--- src/rtl/assert_macros.svh ---
// ----------------------------------------------------------------------------
// assertion macros
// clocked property helpers for the rtl file that carries checks
// ----------------------------------------------------------------------------
`ifndef ASSERT_MACROS_SVH
`define ASSERT_MACROS_SVH

// same-cycle implication, disabled while reset is asserted
`define ASSERT_SAME(label, ante, cons, msg) \
    label: assert property (@(posedge i_clk) disable iff (!i_rst_n) \
        (ante) |-> (cons)) else $error(msg);

// next-cycle implication, disabled while reset is asserted
`define ASSERT_NEXT(label, ante, cons, msg) \
    label: assert property (@(posedge i_clk) disable iff (!i_rst_n) \
        (ante) |=> (cons)) else $error(msg);

`endif

--- src/rtl/lsag_pkg.sv ---
// ----------------------------------------------------------------------------
// lsag_pkg
// shared types, constants and gf(2) helpers of the lfsr address generator
// ----------------------------------------------------------------------------
`default_nettype none

package lsag_pkg;

    localparam int NUM_STREAMS = 16;
    localparam int STREAM_W    = $clog2(NUM_STREAMS);
    localparam int LINE_BITS   = 40;
    localparam int CFG_W       = 6;
    localparam logic [CFG_W-1:0] INDEX_BITS_RST = 6'd25;

    localparam logic [63:0] TAPS = 64'h0000_0000_0000_0007;
    localparam logic [63:0] LFSR_ONE = 64'h0000_0000_0000_0001;
    localparam logic signed [63:0] PERIOD = 64'sd1317624576693539401;
    localparam logic signed [63:0] NEG_PERIOD = -PERIOD;

    // bits 62 down to 0 of the folded position are walked, one per cycle
    localparam int JUMP_STEPS = 63;
    localparam int JCNT_W     = $clog2(JUMP_STEPS);

    localparam logic ACT_SEED = 1'b0;
    localparam logic ACT_STEP = 1'b1;

    typedef struct packed {
        logic                action;
        logic [3:0]          stream;
        logic signed [63:0]  position;
    } t_in_item;

    typedef struct packed {
        logic [63:0]           value;
        logic [LINE_BITS-1:0]  line_index;
    } t_out_item;

    typedef enum logic [3:0] {
        S_IDLE = 4'b0001,
        S_FOLD = 4'b0010,
        S_JUMP = 4'b0100,
        S_DONE = 4'b1000
    } t_state;

    // multiply by x modulo x^64 + x^2 + x + 1
    function automatic logic [63:0] mul_x(input logic [63:0] v);
        return {v[62:0], 1'b0} ^ (v[63] ? TAPS : 64'h0);
    endfunction

    // v^2 modulo the polynomial: low half spreads to even bits, high half
    // spreads the same way and is folded back through x^64 = x^2 + x + 1
    function automatic logic [63:0] gf_square(input logic [63:0] v);
        logic [63:0] lo;
        logic [63:0] hi;
        lo = '0;
        hi = '0;
        for (int j = 0; j < 32; j++) begin
            lo[2*j] = v[j];
            hi[2*j] = v[32+j];
        end
        return lo ^ hi ^ {hi[62:0], 1'b0} ^ {hi[61:0], 2'b00}
               ^ (hi[62] ? TAPS : 64'h0);
    endfunction

endpackage

`default_nettype wire

--- src/rtl/lsag_fold.sv ---
// ----------------------------------------------------------------------------
// lsag_fold
// folds a signed position into [0, period] by repeated add or subtract
// ----------------------------------------------------------------------------
`default_nettype none

module lsag_fold (
    input  wire logic                            i_clk,
    input  wire logic                            i_rst_n,
    input  wire logic                            i_start,
    input  wire logic signed [63:0]              i_raw,
    output logic                                 o_done,
    output logic [lsag_pkg::JUMP_STEPS-1:0]      o_n
);

    logic               r_busy;
    logic signed [63:0] r_val;
    logic signed [63:0] n_val;
    logic               in_range;

    // one shared add/compare per cycle
    assign in_range = !r_val[63] && (r_val <= lsag_pkg::PERIOD);
    assign n_val    = r_val + (r_val[63] ? lsag_pkg::PERIOD : lsag_pkg::NEG_PERIOD);

    always_ff @(posedge i_clk) begin
        if (!i_rst_n) begin
            r_busy <= 1'b0;
        end else if (i_start) begin
            r_busy <= 1'b1;
        end else if (r_busy && in_range) begin
            r_busy <= 1'b0;
        end
    end

    always_ff @(posedge i_clk) begin
        if (i_start) begin
            r_val <= i_raw;
        end else if (r_busy && !in_range) begin
            r_val <= n_val;
        end
    end

    assign o_done = r_busy && in_range;
    assign o_n    = r_val[lsag_pkg::JUMP_STEPS-1:0];

endmodule

`default_nettype wire

--- src/rtl/lsag_jump.sv ---
// ----------------------------------------------------------------------------
// lsag_jump
// square-and-multiply-by-x walk that computes x^n modulo the polynomial
// ----------------------------------------------------------------------------
`default_nettype none

module lsag_jump (
    input  wire logic                            i_clk,
    input  wire logic                            i_rst_n,
    input  wire logic                            i_start,
    input  wire logic [lsag_pkg::JUMP_STEPS-1:0] i_n,
    output logic                                 o_done,
    output logic [63:0]                          o_value
);

    localparam logic [lsag_pkg::JCNT_W-1:0] CNT_LAST =
        lsag_pkg::JCNT_W'(lsag_pkg::JUMP_STEPS - 1);

    logic                            r_busy;
    logic                            r_done;
    logic [lsag_pkg::JCNT_W-1:0]     r_cnt;
    logic [lsag_pkg::JUMP_STEPS-1:0] r_n;
    logic [63:0]                     r_acc;
    logic [63:0]                     sq;
    logic [63:0]                     n_acc;

    // leading zero bits keep the accumulator at one, so no top-bit search
    assign sq    = lsag_pkg::gf_square(r_acc);
    assign n_acc = r_n[lsag_pkg::JUMP_STEPS-1] ? lsag_pkg::mul_x(sq) : sq;

    always_ff @(posedge i_clk) begin
        if (!i_rst_n) begin
            r_busy <= 1'b0;
            r_done <= 1'b0;
            r_cnt  <= '0;
        end else begin
            r_done <= r_busy && (r_cnt == '0);
            if (i_start) begin
                r_busy <= 1'b1;
                r_cnt  <= CNT_LAST;
            end else if (r_busy) begin
                if (r_cnt == '0) begin
                    r_busy <= 1'b0;
                end else begin
                    r_cnt <= r_cnt - 1'b1;
                end
            end
        end
    end

    always_ff @(posedge i_clk) begin
        if (i_start) begin
            r_n   <= i_n;
            r_acc <= lsag_pkg::LFSR_ONE;
        end else if (r_busy) begin
            r_n   <= {r_n[lsag_pkg::JUMP_STEPS-2:0], 1'b0};
            r_acc <= n_acc;
        end
    end

    assign o_done  = r_done;
    assign o_value = r_acc;

endmodule

`default_nettype wire

--- src/rtl/lfsr_stream_address_generator_unit.sv ---
// ----------------------------------------------------------------------------
// lfsr_stream_address_generator_unit
// sixteen 64-bit galois lfsr streams with seed-by-position and single step
// ----------------------------------------------------------------------------
// A step transaction shifts the addressed stream once and the result is in the
// output register in the cycle after acceptance. A seed transaction runs first
// through the fold unit (one 64-bit add and compare per cycle, eight adds at
// most for the most negative position), then through the jump unit, which does
// one gf(2) squaring and optional multiply by x per cycle over bits 62 to 0 of
// the folded position, then the jump done flag is registered, and the done
// state writes the stream and loads the output. A stalled output register
// holds the write back for as long as the stall lasts. One transaction is in
// flight at a time; a new one is taken only while the block is idle and the
// output register is empty or being read in that same cycle.
// All streams hold 1 right after reset, with no clearing pass.
`default_nettype none

`include "assert_macros.svh"

module lfsr_stream_address_generator_unit (
    input  wire logic                           i_clk,
    input  wire logic                           i_rst_n,
    input  wire logic                           i_in_valid,
    output logic                                o_in_stall,
    input  wire lsag_pkg::t_in_item             i_in,
    output logic                                o_out_valid,
    input  wire logic                           i_out_stall,
    output lsag_pkg::t_out_item                 o_out,
    input  wire logic                           i_cfg_we,
    input  wire logic [lsag_pkg::CFG_W-1:0]     i_cfg_wdata
);

    lsag_pkg::t_state                  r_state;
    lsag_pkg::t_state                  n_state;
    logic [lsag_pkg::STREAM_W-1:0]     r_slot;
    logic [lsag_pkg::CFG_W-1:0]        r_index_bits;
    logic [63:0]                       r_streams [lsag_pkg::NUM_STREAMS];
    logic                              r_out_valid;
    lsag_pkg::t_out_item               r_out;

    logic                              in_accept;
    logic                              out_free;
    logic [lsag_pkg::STREAM_W-1:0]     in_slot;
    logic                              fold_start;
    logic                              fold_done;
    logic [lsag_pkg::JUMP_STEPS-1:0]   fold_n;
    logic                              jump_done;
    logic [63:0]                       jump_value;
    logic                              wr_en;
    logic [lsag_pkg::STREAM_W-1:0]     wr_slot;
    logic [63:0]                       wr_data;
    logic [lsag_pkg::LINE_BITS-1:0]    line_mask;

    assign out_free   = !r_out_valid || !i_out_stall;
    assign o_in_stall = (r_state != lsag_pkg::S_IDLE) || !out_free;
    assign in_accept  = i_in_valid && !o_in_stall;
    assign in_slot    = i_in.stream[lsag_pkg::STREAM_W-1:0];
    assign fold_start = in_accept && (i_in.action == lsag_pkg::ACT_SEED);

    lsag_fold u_fold (
        .i_clk   (i_clk),
        .i_rst_n (i_rst_n),
        .i_start (fold_start),
        .i_raw   (i_in.position),
        .o_done  (fold_done),
        .o_n     (fold_n)
    );

    lsag_jump u_jump (
        .i_clk   (i_clk),
        .i_rst_n (i_rst_n),
        .i_start (fold_done),
        .i_n     (fold_n),
        .o_done  (jump_done),
        .o_value (jump_value)
    );

    always_comb begin
        n_state = r_state;
        wr_en   = 1'b0;
        wr_slot = r_slot;
        wr_data = jump_value;
        case (r_state)
            lsag_pkg::S_IDLE: begin
                if (in_accept) begin
                    if (i_in.action == lsag_pkg::ACT_SEED) begin
                        n_state = lsag_pkg::S_FOLD;
                    end else begin
                        wr_en   = 1'b1;
                        wr_slot = in_slot;
                        wr_data = lsag_pkg::mul_x(r_streams[in_slot]);
                    end
                end
            end
            lsag_pkg::S_FOLD: begin
                if (fold_done) begin
                    n_state = lsag_pkg::S_JUMP;
                end
            end
            lsag_pkg::S_JUMP: begin
                if (jump_done) begin
                    n_state = lsag_pkg::S_DONE;
                end
            end
            lsag_pkg::S_DONE: begin
                if (out_free) begin
                    wr_en   = 1'b1;
                    n_state = lsag_pkg::S_IDLE;
                end
            end
            default: begin
                n_state = lsag_pkg::S_IDLE;
            end
        endcase
    end

    // mask saturates at the line index width
    always_comb begin
        for (int k = 0; k < lsag_pkg::LINE_BITS; k++) begin
            line_mask[k] = (r_index_bits > lsag_pkg::CFG_W'(k));
        end
    end

    always_ff @(posedge i_clk) begin
        if (!i_rst_n) begin
            r_state      <= lsag_pkg::S_IDLE;
            r_index_bits <= lsag_pkg::INDEX_BITS_RST;
            r_out_valid  <= 1'b0;
        end else begin
            r_state <= n_state;
            if (i_cfg_we) begin
                r_index_bits <= i_cfg_wdata;
            end
            if (wr_en) begin
                r_out_valid <= 1'b1;
            end else if (!i_out_stall) begin
                r_out_valid <= 1'b0;
            end
        end
    end

    always_ff @(posedge i_clk) begin
        if (!i_rst_n) begin
            for (int s = 0; s < lsag_pkg::NUM_STREAMS; s++) begin
                r_streams[s] <= lsag_pkg::LFSR_ONE;
            end
        end else if (wr_en) begin
            r_streams[wr_slot] <= wr_data;
        end
    end

    always_ff @(posedge i_clk) begin
        if (in_accept) begin
            r_slot <= in_slot;
        end
        if (wr_en) begin
            r_out.value      <= wr_data;
            r_out.line_index <= wr_data[lsag_pkg::LINE_BITS-1:0] & line_mask;
        end
    end

    assign o_out_valid = r_out_valid;
    assign o_out       = r_out;

    `ASSERT_NEXT(a_step_loads_out,
        in_accept && (i_in.action == lsag_pkg::ACT_STEP), r_out_valid,
        "step transaction did not load the output register")
    `ASSERT_NEXT(a_seed_enters_fold,
        fold_start, r_state == lsag_pkg::S_FOLD,
        "seed transaction did not start the fold")
    `ASSERT_SAME(a_jump_done_in_jump,
        jump_done, r_state == lsag_pkg::S_JUMP,
        "jump unit finished outside the jump state")
    `ASSERT_SAME(a_value_nonzero,
        r_out_valid, r_out.value != 64'h0,
        "lfsr value reached zero")

endmodule

`default_nettype wire
--- config.mk ---
export PLATFORM = sky130hd
export DESIGN_NAME = lfsr_stream_address_generator_unit
export DESIGN_NICKNAME = d
export VERILOG_FILES = /design/src/rtl/lsag_pkg.sv /design/src/rtl/lsag_fold.sv /design/src/rtl/lsag_jump.sv /design/src/rtl/lfsr_stream_address_generator_unit.sv
export VERILOG_INCLUDE_DIRS = /design/src /design/src/rtl
export SDC_FILE = /design/constraint.sdc
export NUM_CORES = 2
export LEC_CHECK = 0
export ABC_AREA = 1
export BUFFER_PORTS_ARGS = -buffer_cell sky130_fd_sc_hd__buf_2
export CORE_ASPECT_RATIO = 0.75
export CORE_MARGIN = 2
export CORE_UTILIZATION = 62
export CTS_BUF_LIST = sky130_fd_sc_hd__clkbuf_8
export DETAILED_ROUTE_END_ITERATION = 8
export PLACE_DENSITY = 0.79
export SYNTH_ARGS = -nofsm -noshare
export SYNTH_HDL_FRONTEND = slang
export SYNTH_HIERARCHICAL = 1
export SYNTH_SLANG_ARGS = --single-unit
--- constraint.sdc ---
create_clock -name i_clk -period 7.25 [get_ports i_clk]
set_input_delay 0 -clock i_clk [delete_from_list [all_inputs] [get_ports i_clk]]
set_output_delay 0 -clock i_clk [all_outputs]
set_load 0.01 [all_outputs]
# Word-level counts from Yosys, hierarchy flattened
# Memory sizes are Yosys's and may differ from the RTL's.
# Index checks and enable logic that the tools add are counted.
# op_classes
addsub	2
n_lt_le_gt_ge	41
n_eq_ne	12
mux	42
n_bitwise	10
n_reduce_logical	23
# ops
cell	n
$mux W64	8
$xor A64 B64 Y64	3
$mux W63	2
$gt A6 B5 Y1 const B	16
$add A64 B64 Y64	1
$le A64 B62 Y1 const B	1
$reduce_or A64 Y1	1
$xor A64 B3 Y64	1
$xor A64 B63 Y64	1
$xor A63 B63 Y63	1
$gt A6 B4 Y1 const B	8
$gt A6 B6 Y1 const B	8
$and A40 B40 Y40	1
$mux W4	9
$gt A6 B3 Y1 const B	4
$mux W6	3
$pmux W4 S4	1
$mux W1	15
$gt A6 B1 Y1 const B	2
$gt A6 B2 Y1 const B	2
$ne A2 B2 Y1 const B	5
$mux W3	3
$logic_and A1 B1 Y1	6
$logic_not A1 Y1	6
other kinds (15)	22
# totals
reg_bits	319
ramBits	1024
input_bits	80
output_inout_bits	106
elab_cells	145
memories	1
# mem_list
memory	words	width	read_ports	rd_ports_with_merged_regs	wr	line_no	text
r_streams	16	64	1	0	16	lfsr_stream_address_generator_unit.sv:37	logic [63:0] r_streams [lsag_pkg::NUM_STREAMS];

# Logic depth before layout (Yosys ltp)
# logic_depth
ltp_word	13
ltp_mapped	22
depth_no_buf	21

# Modules after synthesis
# The synthesis kept the hierarchy.
# modules_own_cells
module	instances	cells_each	area_per_inst_um2	seq_area_each_um2
lfsr_stream_address_generator_unit	1	4611	50898.8	34212.8
lsag_fold	1	1415	8633.3	1941.9
lsag_jump	1	838	6640.1	3333.2

# Worst setup path before layout
# Ideal clock, no wire load.
# synth_path
kind	flip-flop to flip-flop
startpoint	register u_fold.r_val[63]
endpoint	register u_fold.r_val[0], enable pin
setup_ps	424
t_arrival_ps	4838
required_time_ps	6826
path_slack_ps	1988
path_stages_with_launch	19
path_buffers	2
period_less_slack_ps	5262
cell_sequence	edfxtp_1 > inv_1 > ha_1 > nand3_1 > nor2_1 > nand2_1 > nor2_1 > nand2_1 > nand2_1 > nand2_1 > nor2_1 > o21ai_0 > nor2_1 > nand2_1 > nor2_1 > clkbuf_1 > inv_1 > buf_2 > nand2_1
# synth_between
elab_chain_cells	5
elab_cells_between_ends	6
classes_between	order compare (1); reduce/logical (5)
# synth_lines
element	line_no	text
start: declaration	lsag_fold.sv:17	logic signed [63:0] r_val;
start signal: assignment	lsag_fold.sv:37	r_val <= i_raw;
start signal: assignment	lsag_fold.sv:39	r_val <= n_val;
$le A64 B62 Y1 or $logic_not A1 Y1 (tied branches)	lsag_fold.sv:22	assign in_range = !r_val[63] && (r_val <= lsag_pkg::PERIOD);
$logic_and A1 B1 Y1 *	lsag_fold.sv:22	
$logic_not A1 Y1 *	lsag_fold.sv:38	end else if (r_busy && !in_range) begin
$logic_and A1 B1 Y1 *	lsag_fold.sv:38	
$reduce_bool A2 Y1 (no line) *	n/a	
# Mark *: on every way between the ends. The rest lies on a longest branch, timed or not.
# A chain may end at the register's enable or synchronous reset.

==> flow_summary.json <==
{
  "outcome": "complete, no violations",
  "clk-insertion-delay-late_ns": 0.93,
  "timing.final.crit_share_pct": 73.1,
  "grt_pass1_wl_um": 299000,
  "port-buffer-count": 185,
  "drc_errors": 0,
  "number_of_global_route_vias_before_repair": 49877,
  "p_seq_share_pct": 39.8,
  "synthesis.instances": 6864,
  "pwr-share-comb_pct": 38.0,
  "drt_iter0_drc": 8481,
  "cts_max_level": 4,
  "route.vias.total": 53338,
  "dominant_synthesized_flop_cell": "sky130_fd_sc_hd__edfxtp_1",
  "min_path_type": "in2reg",
  "root_buffer": "sky130_fd_sc_hd__clkbuf_8",
  "start_kind": "register",
  "gp_congestion": 0.950,
  "grt_start_max_net_pins": 191,
  "yosys_warnings": 6,
  "tightest_slew_ns": 1.28,
  "critPathKind": "reg2reg",
  "final_critical_period_ns": 5.30,
  "groute.usage.overall_pct": 36.0,
  "floorplan.initialDensity_pct": 62.7,
  "tritoncts": "built",
  "syn_avg_cell_area_um2": 9.64,
  "drive_above_1_share_pct": 13.0,
  "highest_layer": "met5",
  "critical_path_peak_fanout": 37,
  "synth-seq-cells": 1343,
  "pwr_density_cell_nw_per_um2": 363,
  "rsz0062_at_grt": "no",
  "cts_num_sinks": 1343,
  "final_hold_viol_count": 0,
  "placement_rows": 103,
  "grt_antenna_before_repair": 9,
  "post_synth_instance_area_um2": 66200,
  "drt-met1-wl_um": 78100,
  "drt-total-wl_um": 200000,
  "drtPass1Iterations": 7,
  "cts_hold_repair_buffers": 161,
  "floorplan.die_area_um2": 109000,
  "synth_seq_area_share_pct": 59.7,
  "post_drt_wl_per_cell_um": 23.4,
  "post_synth_num_cell_types": 55,
  "synth_edf_count": 1259,
  "chipWidth_um": 381,
  "overflow": 0,
  "critical_path_arrival_ns": 5.84,
  "irDropWorstVdd_uv": 413,
  "final_nets": 7105,
  "floorplan.core_area_um2": 106000,
  "report.final.setup_viol": 0,
  "cts-resized-gates": 0,
  "worstSetupEndpointType": "register",
  "p_clk_share_pct": 22.2,
  "clock_path_buffers": 3,
  "final.setup_skew_ns": 0.0407,
  "async_reset_ff_share_pct": 0,
  "met2_wirelength_um": 84100,
  "post_cts_setup_buffers": 0,
  "fp.dieH_um": 287,
  "area_delta_synth_final_pct": 8.74,
  "multiInputGateArea_um2": 22300,
  "timing.final.max_slew_violations": 0,
  "dp.final_hpwl_um": 120000,
  "critPathRequiredTime_ns": 7.79,
  "syn-num-nets": 7011,
  "leakagePower_nw": 27.5,
  "n_fill_cell": 7928,
  "maxCapViolations": 0,
  "fmaxAchievable_ghz": 0.189,
  "placed_cells_incl_taps": 8016,
  "maxSlewHeadroom_pct": 14.6,
  "timing.setup.tns_ns": 0,
  "finish.cell_count_without_fillers": 8543,
  "reported_net_switching_power_mw": 10.9,
  "residual_antenna_violating_net_count_after_detailed_routing": 0,
  "io_pins": 186,
  "swShare_pct": 41.7,
  "wl_met3_um": 30900,
  "cts_inserted_buffers": 196,
  "power_report.internal_total_mw": 15.2,
  "seq_area_um2": 39500,
  "clk_pin_slew_ns": 0.07,
  "vias_per_cell": 6.24
}
## critical path, stage by stage (launching register included)
cell and delay, ns:
sky130_fd_sc_hd__dfxtp_1 0.36, sky130_fd_sc_hd__nor2_4 0.17, sky130_fd_sc_hd__nand3_4 0.13, sky130_fd_sc_hd__nor3_4 0.58
sky130_fd_sc_hd__nand2_2 0.63, sky130_fd_sc_hd__nand2_8 0.61, sky130_fd_sc_hd__nand2_4 0.20, sky130_fd_sc_hd__nor3_4 0.55
sky130_fd_sc_hd__nand2_4 0.45, sky130_fd_sc_hd__nand2_4 0.52, sky130_fd_sc_hd__buf_4 0.60
## area by class of cell
| class | count | area share (%) |
|---|---|---|
| clock buffers | 209 | 4.00 |
| well taps | 1417 | 2.46 |
| inverters | 450 | 2.37 |
| diodes | 3 | 0.0104 |
| repair buffers | 404 | 4.26 |
| multi-input cells | 4563 | 31.0 |
| clock inverters | 154 | 1.03 |
| flip-flops and latches | 1343 | 54.9 |
## placed cells by master (no fill, tap or decap), types with 4 or more instances in the layout
cell type,instances
sky130_fd_sc_hd__xor2_1,5
sky130_fd_sc_hd__nand2_1,1043
sky130_fd_sc_hd__nand4_1,23
sky130_fd_sc_hd__dlygate4sd3_1,161
sky130_fd_sc_hd__inv_1,490
sky130_fd_sc_hd__o221ai_1,202
sky130_fd_sc_hd__o211ai_1,6
sky130_fd_sc_hd__o21ai_1,31
sky130_fd_sc_hd__nor2_1,1440
sky130_fd_sc_hd__nor3_1,17
sky130_fd_sc_hd__o21bai_1,6
sky130_fd_sc_hd__clkinv_1,44
sky130_fd_sc_hd__o21ai_2,6
sky130_fd_sc_hd__nand2_2,18
sky130_fd_sc_hd__xnor2_1,50
sky130_fd_sc_hd__o22ai_1,42
sky130_fd_sc_hd__nand3b_1,27
sky130_fd_sc_hd__ha_1,66
sky130_fd_sc_hd__edfxtp_1,1259
sky130_fd_sc_hd__nor2_4,8
sky130_fd_sc_hd__buf_4,53
sky130_fd_sc_hd__o21ai_0,534
sky130_fd_sc_hd__o21a_1,16
sky130_fd_sc_hd__a21oi_1,197
sky130_fd_sc_hd__inv_2,38
sky130_fd_sc_hd__buf_12,6
sky130_fd_sc_hd__inv_8,5
sky130_fd_sc_hd__nand3_1,434
sky130_fd_sc_hd__clkbuf_8,209
sky130_fd_sc_hd__or2_2,82
sky130_fd_sc_hd__clkinvlp_4,4
sky130_fd_sc_hd__buf_2,182
sky130_fd_sc_hd__inv_6,5
sky130_fd_sc_hd__nor2_2,245
sky130_fd_sc_hd__clkinv_2,11
sky130_fd_sc_hd__nand2_4,33
sky130_fd_sc_hd__dfxtp_1,84
## cells in the mapped netlist, types with 3 or more instances
cell,n,area (um^2)
sky130_fd_sc_hd__a21oi_1,197,986
sky130_fd_sc_hd__buf_1,23,86.3
sky130_fd_sc_hd__buf_2,173,866
sky130_fd_sc_hd__buf_4,65,488
sky130_fd_sc_hd__buf_6,67,754
sky130_fd_sc_hd__clkbuf_1,179,672
sky130_fd_sc_hd__clkinv_1,5,18.8
sky130_fd_sc_hd__dfxtp_1,84,1680
sky130_fd_sc_hd__edfxtp_1,1259,37800
sky130_fd_sc_hd__ha_1,66,826
sky130_fd_sc_hd__inv_1,408,1530
sky130_fd_sc_hd__inv_2,36,135
sky130_fd_sc_hd__nand2_1,1061,3980
sky130_fd_sc_hd__nand2_2,22,138
sky130_fd_sc_hd__nand2_4,12,135
sky130_fd_sc_hd__nand3_1,434,2170
sky130_fd_sc_hd__nand3b_1,27,203
sky130_fd_sc_hd__nand4_1,23,144
sky130_fd_sc_hd__nor2_1,1442,5410
sky130_fd_sc_hd__nor2_2,245,1530
sky130_fd_sc_hd__nor2_4,6,67.6
sky130_fd_sc_hd__nor3_1,17,85.1
sky130_fd_sc_hd__nor3_4,3,48.8
sky130_fd_sc_hd__o211ai_1,6,45.0
sky130_fd_sc_hd__o21a_1,16,120
sky130_fd_sc_hd__o21ai_0,534,2670
sky130_fd_sc_hd__o21ai_1,31,155
sky130_fd_sc_hd__o21ai_2,6,52.6
sky130_fd_sc_hd__o21bai_1,6,45.0
sky130_fd_sc_hd__o221ai_1,202,1770
sky130_fd_sc_hd__o22ai_1,42,263
sky130_fd_sc_hd__o31ai_1,3,22.5
sky130_fd_sc_hd__or2_2,82,513
sky130_fd_sc_hd__xnor2_1,50,438
sky130_fd_sc_hd__xor2_1,5,43.8
## sequential cells by signal, summed over array words and instances, names as in the netlist
name	cells
o_out	104
o_out_valid	1
r_index_bits	6
r_slot	4
r_state	4
r_streams	1024
u_fold/r_busy	1
u_fold/r_val	64
u_jump/o_done	1
u_jump/o_value	64
u_jump/r_busy	1
u_jump/r_cnt	6
u_jump/r_n	63
## final timing paths
check	from	endpoint	slack, ns	cells past startpoint
hold reg to reg	u_jump/r_cnt[0]	u_jump/r_cnt[0]	0.47	2
setup / recovery	r_state[3]	r_streams[4][13]	1.95	10
setup reg to reg	r_state[3]	r_streams[4][13]	1.95	10
hold / removal	i_in[65]	r_slot[1]	0.10	2
## power groups by stage
stage	Sequential (mW)	Clock, mW	Combinational, mW
4_1_cts	10.4	5.78	9.51
3_5_place_dp	10.5	0	9.39
6_report	10.4	5.79	9.91
3_3_place_gp	10.5	0	9.24
5_1_grt	10.4	6.12	10.7
2_1_floorplan	10.3	0	6.84
## routing by layer
| metal | vias up | track usage [%] |
|---|---|---|
| met1 | 25130 | 53.1 |
| li1 | 23487 | - |
| met5 | - | 0 |
| met4 | 12 | 13.6 |
| met3 | 515 | 9.74 |
| met2 | 4194 | 51.1 |
## metrics by stage
step           setup WS (ns)  util (%)  hold slack [ns]  power [mW]  area [um^2]
6_report                1.95      68.2            0.102        26.1        72000
2_1_floorplan           1.99         -           0.0976        17.2        66200
4_1_cts                 2.02      68.2           0.0469        25.7        72000
3_5_place_dp            2.01      63.2            0.225        19.9        66700
5_1_grt                 1.75      68.2           0.0904        27.3        72000
3_3_place_gp            2.23      63.2            0.224        19.7        66700
## cells by family (layout without fill, tap and decap cells)
logic type	Yosys count	count (layout)	share of synthesized area, %
and+or+nand+nor	3385	3385	22.0
adders and majority gates	67	67	1.28
other	0	3	0
AOI/OAI and AO/OA	1056	1056	9.43
DFF	1343	1343	59.7
xor gates and xnor gates	55	55	0.728
buffers and inverters	958	1217	6.90
No activity file was read; power rests on OpenSTA's default activity.
